`config.mk`:
```
export PLATFORM = sky130hd
export DESIGN_NAME = relocation_stream_fixup
export DESIGN_NICKNAME = d
export VERILOG_FILES = /design/src/rtl/rsf_pkg.sv /design/src/rtl/rsf_core.sv /design/src/rtl/relocation_stream_fixup.sv
export SDC_FILE = /design/constraint.sdc
export NUM_CORES = 1
export LEC_CHECK = 0
export BUFFER_PORTS_ARGS = -buffer_cell sky130_fd_sc_hd__buf_2
export CORE_UTILIZATION = 40
export DETAILED_ROUTE_END_ITERATION = 10
export HOLD_SLACK_MARGIN = 0.15
export PLACE_DENSITY = 0.6
export SYNTH_ARGS = -nofsm -noshare
export SYNTH_HDL_FRONTEND = slang
export SYNTH_HIERARCHICAL = 1
export SYNTH_SLANG_ARGS = --single-unit
```
`constraint.sdc`:
```
create_clock -name clock -period 8.8 [get_ports clock]
set_input_delay 0.44 -clock clock [delete_from_list [all_inputs] [get_ports clock]]
set_output_delay 0.44 -clock clock [all_outputs]
set_load 0.03 [all_outputs]
```
`src/rtl/rsf_pkg.sv`:
```
package rsf_pkg;

   // Result status codes
   typedef enum logic [2:0] {
      ST_FIXUP   = 3'd0,
      ST_ADVANCE = 3'd1,
      ST_END     = 3'd2,
      ST_ERROR   = 3'd3,
      ST_IGNORED = 3'd4
   } status_type;

   // Input item kinds
   localparam logic MODE_START = 1'b0;
   localparam logic MODE_BYTE  = 1'b1;

   // Register indexes of the configuration port
   localparam logic CSR_TEXT_BASE   = 1'b0;
   localparam logic CSR_SEGMENT_LEN = 1'b1;

   localparam int ADDR_W = 32;
   localparam int SEG_W  = 31;

   // Relocation byte codes and the skip distance
   localparam logic [7:0] BYTE_END  = 8'h00;
   localparam logic [7:0] BYTE_SKIP = 8'h01;
   localparam logic [7:0] SKIP_STEP = 8'hfe;

   typedef struct packed {
      status_type        status;
      logic [ADDR_W-1:0] fixup_address;
   } result_type;

endpackage

```
`src/rtl/rsf_core.sv`:
```
module rsf_core (
   input  logic                      clock,
   input  logic                      reset,
   input  logic                      csr_wen,
   input  logic                      csr_index,
   input  logic [31:0]               csr_wdata,
   input  logic                      item_fire,
   input  logic                      item_mode,
   input  logic [31:0]               item_value,
   output rsf_pkg::result_type       result
);
   import rsf_pkg::*;

   logic [ADDR_W-1:0] text_base_ff, text_base_in;
   logic [SEG_W-1:0]  seg_len_ff, seg_len_in;
   logic [ADDR_W-1:0] offset_ff, offset_in;
   logic [ADDR_W-1:0] addr_ff, addr_in;
   logic              active_ff, active_in;

   logic [7:0]        rel_byte;
   logic [7:0]        step;
   logic [ADDR_W:0]   off_sum;
   logic [ADDR_W-1:0] off_sat;
   logic [ADDR_W-1:0] addr_step;
   logic [ADDR_W-1:0] addr_start;
   logic              start_bad;
   logic              byte_bad;

   // Shared datapath: one saturating add and compare on the offset,
   // with the absolute address tracked beside it
   always_comb begin
      rel_byte   = item_value[7:0];
      step       = (rel_byte == BYTE_SKIP) ? SKIP_STEP : rel_byte;
      off_sum    = {1'b0, offset_ff} + {{(ADDR_W-7){1'b0}}, step};
      off_sat    = off_sum[ADDR_W] ? '1 : off_sum[ADDR_W-1:0];
      addr_step  = addr_ff + {{(ADDR_W-8){1'b0}}, step};
      addr_start = text_base_ff + item_value;
      start_bad  = item_value[31] || (item_value >= {1'b0, seg_len_ff});
      byte_bad   = off_sat >= {1'b0, seg_len_ff};
   end

   // Decode one item and the state it leaves
   always_comb begin
      result.status        = ST_IGNORED;
      result.fixup_address = '0;
      offset_in            = offset_ff;
      addr_in              = addr_ff;
      active_in            = active_ff;
      if (item_mode == MODE_START) begin
         if (item_value == '0) begin
            result.status = ST_END;
            active_in     = 1'b0;
         end else if (start_bad) begin
            result.status = ST_ERROR;
            active_in     = 1'b0;
         end else begin
            result.status        = ST_FIXUP;
            result.fixup_address = addr_start;
            offset_in            = item_value;
            addr_in              = addr_start;
            active_in            = 1'b1;
         end
      end else if (active_ff) begin
         if (rel_byte == BYTE_END) begin
            result.status = ST_END;
            active_in     = 1'b0;
         end else if (rel_byte == BYTE_SKIP) begin
            result.status = ST_ADVANCE;
            offset_in     = off_sat;
            addr_in       = addr_step;
         end else if (byte_bad) begin
            result.status = ST_ERROR;
            offset_in     = off_sat;
            active_in     = 1'b0;
         end else begin
            result.status        = ST_FIXUP;
            result.fixup_address = addr_step;
            offset_in            = off_sat;
            addr_in              = addr_step;
         end
      end
   end

   // Configuration writes; a new base re-aims the tracked address
   always_comb begin
      text_base_in = text_base_ff;
      seg_len_in   = seg_len_ff;
      if (csr_wen) begin
         case (csr_index)
            CSR_TEXT_BASE:   text_base_in = csr_wdata;
            CSR_SEGMENT_LEN: seg_len_in   = csr_wdata[SEG_W-1:0];
            default: ;
         endcase
      end
   end

   always_ff @(posedge clock) begin
      if (reset) begin
         text_base_ff <= '0;
         seg_len_ff   <= '0;
         offset_ff    <= '0;
         addr_ff      <= '0;
         active_ff    <= 1'b0;
      end else begin
         text_base_ff <= text_base_in;
         seg_len_ff   <= seg_len_in;
         active_ff    <= item_fire ? active_in : active_ff;
         offset_ff    <= item_fire ? offset_in : offset_ff;
         if (item_fire) begin
            addr_ff <= addr_in;
         end else if (csr_wen && csr_index == CSR_TEXT_BASE) begin
            addr_ff <= csr_wdata + offset_ff;
         end
      end
   end

endmodule

```
`src/rtl/relocation_stream_fixup.sv`:
```
// Relocation list decoder: takes a program's relocation stream one beat at a
// time (a start beat carrying the first 32-bit offset, then one relocation
// byte per beat) and returns exactly one result beat per input beat, giving
// a status and, for a fixup, the address of the longword that needs the
// text base added. Throughput is one beat per clock while rsp_tready stays
// high. Each accepted beat is held in the input register, passes through a
// single add-and-compare on the running offset, and is held in the result
// register until taken. Write text_base and segment_length only while the
// block holds no unfinished beat.
module relocation_stream_fixup (
   input  logic        clock,
   input  logic        reset,
   input  logic        csr_wen,
   input  logic        csr_index,
   input  logic [31:0] csr_wdata,
   input  logic        req_tvalid,
   output logic        req_tready,
   input  logic [31:0] req_tdata,   // [31:0] value
   input  logic [0:0]  req_tuser,   // [0] mode
   output logic        rsp_tvalid,
   input  logic        rsp_tready,
   output logic [31:0] rsp_tdata,   // [31:0] fixup_address
   output logic [2:0]  rsp_tuser    // [2:0] status
);
   import rsf_pkg::*;

   logic        in_valid_ff, in_valid_in;
   logic        in_mode_ff;
   logic [31:0] in_value_ff;
   logic        out_valid_ff, out_valid_in;
   result_type  out_res_ff;
   result_type  core_res;
   logic        advance;
   logic        req_fire;

   // Move the held beat forward when the result register is free or its beat is being taken
   assign advance    = in_valid_ff && (!out_valid_ff || rsp_tready);
   assign req_tready = !in_valid_ff || advance;
   assign req_fire   = req_tvalid && req_tready;

   always_comb begin
      in_valid_in  = req_fire ? 1'b1 : (advance ? 1'b0 : in_valid_ff);
      out_valid_in = advance ? 1'b1 : (rsp_tready ? 1'b0 : out_valid_ff);
   end

   rsf_core u_core (
      .clock      (clock),
      .reset      (reset),
      .csr_wen    (csr_wen),
      .csr_index  (csr_index),
      .csr_wdata  (csr_wdata),
      .item_fire  (advance),
      .item_mode  (in_mode_ff),
      .item_value (in_value_ff),
      .result     (core_res)
   );

   // Control flags
   always_ff @(posedge clock) begin
      if (reset) begin
         in_valid_ff  <= 1'b0;
         out_valid_ff <= 1'b0;
      end else begin
         in_valid_ff  <= in_valid_in;
         out_valid_ff <= out_valid_in;
      end
   end

   // Payload: capture input beat, hold result until taken
   always_ff @(posedge clock) begin
      if (req_fire) begin
         in_mode_ff  <= req_tuser[0];
         in_value_ff <= req_tdata;
      end
      if (advance) begin
         out_res_ff <= core_res;
      end
   end

   assign rsp_tvalid = out_valid_ff;
   assign rsp_tdata  = out_res_ff.fixup_address;
   assign rsp_tuser  = out_res_ff.status;

endmodule

```
==> impl_metrics.tcl <==
set metrics [dict create \
    final_cell_mix "307 x nand2_1, 195 x a21oi_1, 141 x ha_1" \
    power.density_mw_per_mm2 141 \
    grt_setup_unrepaired "false" \
    worstPathCellList "or4_1 -> nor4_1 -> buf_4 -> nand2_1 -> nand2b_1 -> inv_1 -> fa_1 -> nand3b_1 -> a211o_1 -> a21oi_1 -> nand2b_1 -> buf_4 -> nor2b_1 -> ha_1 -> nand2b_1 -> a2111oi_0 -> or4b_2 -> a31oi_1 -> o31ai_1 -> nand2_1 -> a21oi_1 -> nand2_1 -> o22ai_1" \
    drtPass1Iterations 8 \
    drt_iter0_drc 1233 \
    cp.arrival_ns 7.61 \
    hold_class "in2reg" \
    finalWorstSetupSlack_ns 1.46 \
    clk_pin_slew_ns 0.07 \
    htree_levels 4 \
    ys_seq_area_share_pct 31.9 \
    clk_latency_ns 0.46 \
    slowest_stage "nand2_1" \
    final_antenna_net_count 0 \
    startpoint_type "flop" \
    status "finished, violations left" \
    cts.path.max_buffers 2 \
    synth_area_mm2 0.0146 \
    p_leak_nw 6.59 \
    grt_start_max_net_pins 72 \
    cts_buffers 17 \
    r2r_slack_ns 1.46 \
    synth_top_family_by_area "compound AO/OA/AOI/OAI gates" \
    final_common_cell "nand2_1" \
    start_util_pct 40.8 \
    cts_tree "yes" \
    reg2reg_depth 23 \
    gr-total-overflow 0 \
    cap_violations 0 \
    period_minus_slack_ns 7.34 \
    crit_family "simple AND/OR/NAND/NOR gates" \
    grt_first_pass_wirelength_mm 71.7 \
    num-nets-final 2102 \
    worst_ir_drop_vdd_mv 0.134 \
    synth-edff-count 68 \
    ys_ff_latch 198 \
    syn_inst 1799 \
    coreArea_mm2 0.0357 \
    violations "DRC" \
    crit_type "reg2reg" \
    setup_violations 0 \
    ys_warn_count 6 \
    area_delta_synth_final_pct 12.0 \
    fmax_ghz 0.136 \
    r2r-end "rsp_tdata[21]" \
    muxShareOfSynthArea_pct 1.28 \
    rows 69 \
    die_area_mm2 0.0372 \
    routabilityCongestion 0.921 \
    synthAdderAreaFrac_pct 12.6 \
    cts_sinks 198 \
    r2r-start "in_value_ff[5]" \
    yosys.cell_types.count 80 \
    n_antenna_cell 0 \
    clockRootBuffer "clkbuf_16" \
    synth_async_sr_flop_share_pct 0 \
    worst_pin_slew_ns 1.18 \
    final_area_mm2 0.0163 \
    place_ws_ns 1.56 \
    synth_compound_area_share_pct 23.8 \
    die_h_um 193 \
    crit_fanout 49 \
    multi_input_area_mm2 0.00935 \
    placed_area_mm2 0.0155 \
    cp-end-kind "flop" \
    synth_flop_cell "dfxtp_1" \
    crit_buf_inv 3 \
    fill_cells 3657 \
    seq_area_mm2 0.00464 \
    hold-path-cell-count 1 \
    critical_path.max_stage_delay_ns 0.74 \
    avgSynthCellArea_um2 8.11 \
    slew-limit-headroom_pct 21.3 \
    hold-path-endpoint "in_value_ff[6]" \
    portBuffers 107 \
    required_ns 9.07 \
    yosys.area_share.simple_pct 20.6 \
    hold_viol_final 0 \
    die_w_um 193 \
    dpl.hpwl_mm 36.0 \
    grt.total_usage_pct 25.3 \
    io_pins 108 \
    final.setup.tns_ns 0 \
    cts_resized 0 \
    routedWlPerCell_um 19.8 \
    synthesis.nets 2015 \
    wl_mm 46.8 \
    p_total_w 0.00231 \
    drive_above_1_share_pct 9.53 \
    holdWs_ns 0.165 \
    vias 13800 \
    synth_xor_area_share_pct 5.77 \
    avgViaCountPerCell 5.85 \
    antenna_found_initial 1 \
    drv_slew 0 \
    fin_crit_sh_pct 83.4 \
    drc 10 \
    hold_path.startpoint "req_tdata[6]" \
    grt_pass1_vias 12600 \
    skew_ns 0.0126 \
]
power breakdown:
group	internal [W]	total (W)	switching, W
Sequential	0.000993	0.00104	0.0000460
Clock	0.000393	0.000768	0.000374
Combinational	0.000185	0.000501	0.000316
final cells by class:
type                       instances  area share (%)
clock buffer                      19            2.65
clock inverter                    13           0.751
inverter                          67            1.54
multi-input combinational       1449            57.2
sequential                       198            28.4
tap                              461            3.53
timing repair buffer             153            5.84
how the worst max path moves through the flow:
stage                              start  slack [ns]       endpoint  depth (start not counted)
after global placement    in_value_ff[5]        1.80  rsp_tdata[23]                         23
after detailed placement  in_value_ff[5]        1.56  rsp_tdata[21]                         23
after global routing      in_value_ff[5]        1.01  rsp_tdata[21]                         23
after CTS                 in_value_ff[5]        1.53  rsp_tdata[21]                         23
after floorplan           in_value_ff[2]        2.85   rsp_tdata[3]                         26
final                     in_value_ff[5]        1.46  rsp_tdata[21]                         23
logic make-up (layout without fill, tap and decap cells):
logic type | Yosys count | in the layout
AO/OA/AOI/OAI | 536 | 536
XOR/XNOR | 96 | 96
adder cells (fa/ha/maj) | 145 | 145
buffers and inverters | 152 | 252
flip-flops | 198 | 198
multiplexers | 18 | 18
AND/OR/NAND/NOR | 654 | 654
metal layers:
layer,track usage [%],up-vias,share of wire [%]
met3,4.24,45,6.8
li1,-,6757,-
met5,0,-,0.028
met4,5.92,2,1.5
met1,37.2,6521,49
met2,38.1,486,43
flip-flops by register name, indices dropped and copies added, names as in the netlist:
signal	cells
in_value_ff	32
rsp_tdata	32
u_core/addr_ff	32
u_core/offset_ff	32
u_core/text_base_ff	32
u_core/seg_len_ff	31
rsp_tuser	3
in_mode_ff	1
in_valid_ff	1
rsp_tvalid	1
u_core/active_ff	1
metrics by stage:
step	cells	utilization, %
final	2360	45.7
after floorplan	1799	-
after CTS	2358	45.6
after global placement	2300	43.3
after detailed placement	2300	43.3
after global routing	2360	45.7
worst register-to-register path, cell delays in order (launching register included):
cell and delay (ns):
edfxtp_1 0.49, or4_1 0.57, nor4_1 0.18, buf_4 0.18
nand2_1 0.23, nand2b_1 0.24, inv_1 0.11, fa_1 0.43
nand3b_1 0.23, a211o_1 0.36, a21oi_1 0.32, nand2b_1 0.09
buf_4 0.29, nor2b_1 0.23, ha_1 0.26, nand2b_1 0.14
a2111oi_0 0.34, or4b_2 0.19, a31oi_1 0.10, o31ai_1 0.38
nand2_1 0.26, a21oi_1 0.30, nand2_1 0.74, o22ai_1 0.48
synth_stat cells (5+ instances only):
| cell | count | area share [%] |
|---|---|---|
| nand2_1 | 307 | 7.9 |
| a31oi_1 | 7 | 0.30 |
| o31ai_1 | 7 | 0.36 |
| nor3_1 | 26 | 0.89 |
| nand3_1 | 56 | 1.9 |
| dfxtp_1 | 130 | 18 |
| buf_2 | 10 | 0.34 |
| xor2_1 | 43 | 2.6 |
| nor2_1 | 116 | 3.0 |
| a211oi_1 | 34 | 1.8 |
| nor4_1 | 16 | 0.69 |
| o21ai_0 | 69 | 2.4 |
| buf_1 | 5 | 0.13 |
| nand2b_1 | 22 | 0.94 |
| nor2b_1 | 12 | 0.51 |
| ha_1 | 141 | 12 |
| clkbuf_1 | 67 | 1.7 |
| mux2_2 | 5 | 0.39 |
| or3_1 | 5 | 0.21 |
| inv_1 | 66 | 1.7 |
| mux2i_1 | 13 | 0.89 |
| o32ai_1 | 7 | 0.42 |
| a21oi_1 | 195 | 6.7 |
| o21a_1 | 13 | 0.67 |
| edfxtp_1 | 68 | 14 |
| and4_1 | 9 | 0.54 |
| a21boi_0 | 6 | 0.31 |
| xnor2_1 | 53 | 3.2 |
| and2_1 | 12 | 0.51 |
| a311oi_1 | 17 | 1.0 |
| a21o_1 | 41 | 2.1 |
| nand4_1 | 29 | 1.2 |
| and3_1 | 26 | 1.1 |
| o22ai_1 | 28 | 1.2 |
| o211ai_1 | 44 | 2.3 |
| a221oi_1 | 6 | 0.36 |
| o21bai_1 | 11 | 0.57 |
repair_timing:
action / 4_1_cts / 5_1_grt
setup buffers: 0 / 0
hold buffers: 26 / 2
endpoints found under the hold margin: 26 / 2
Power figures use the tool's default switching activity.
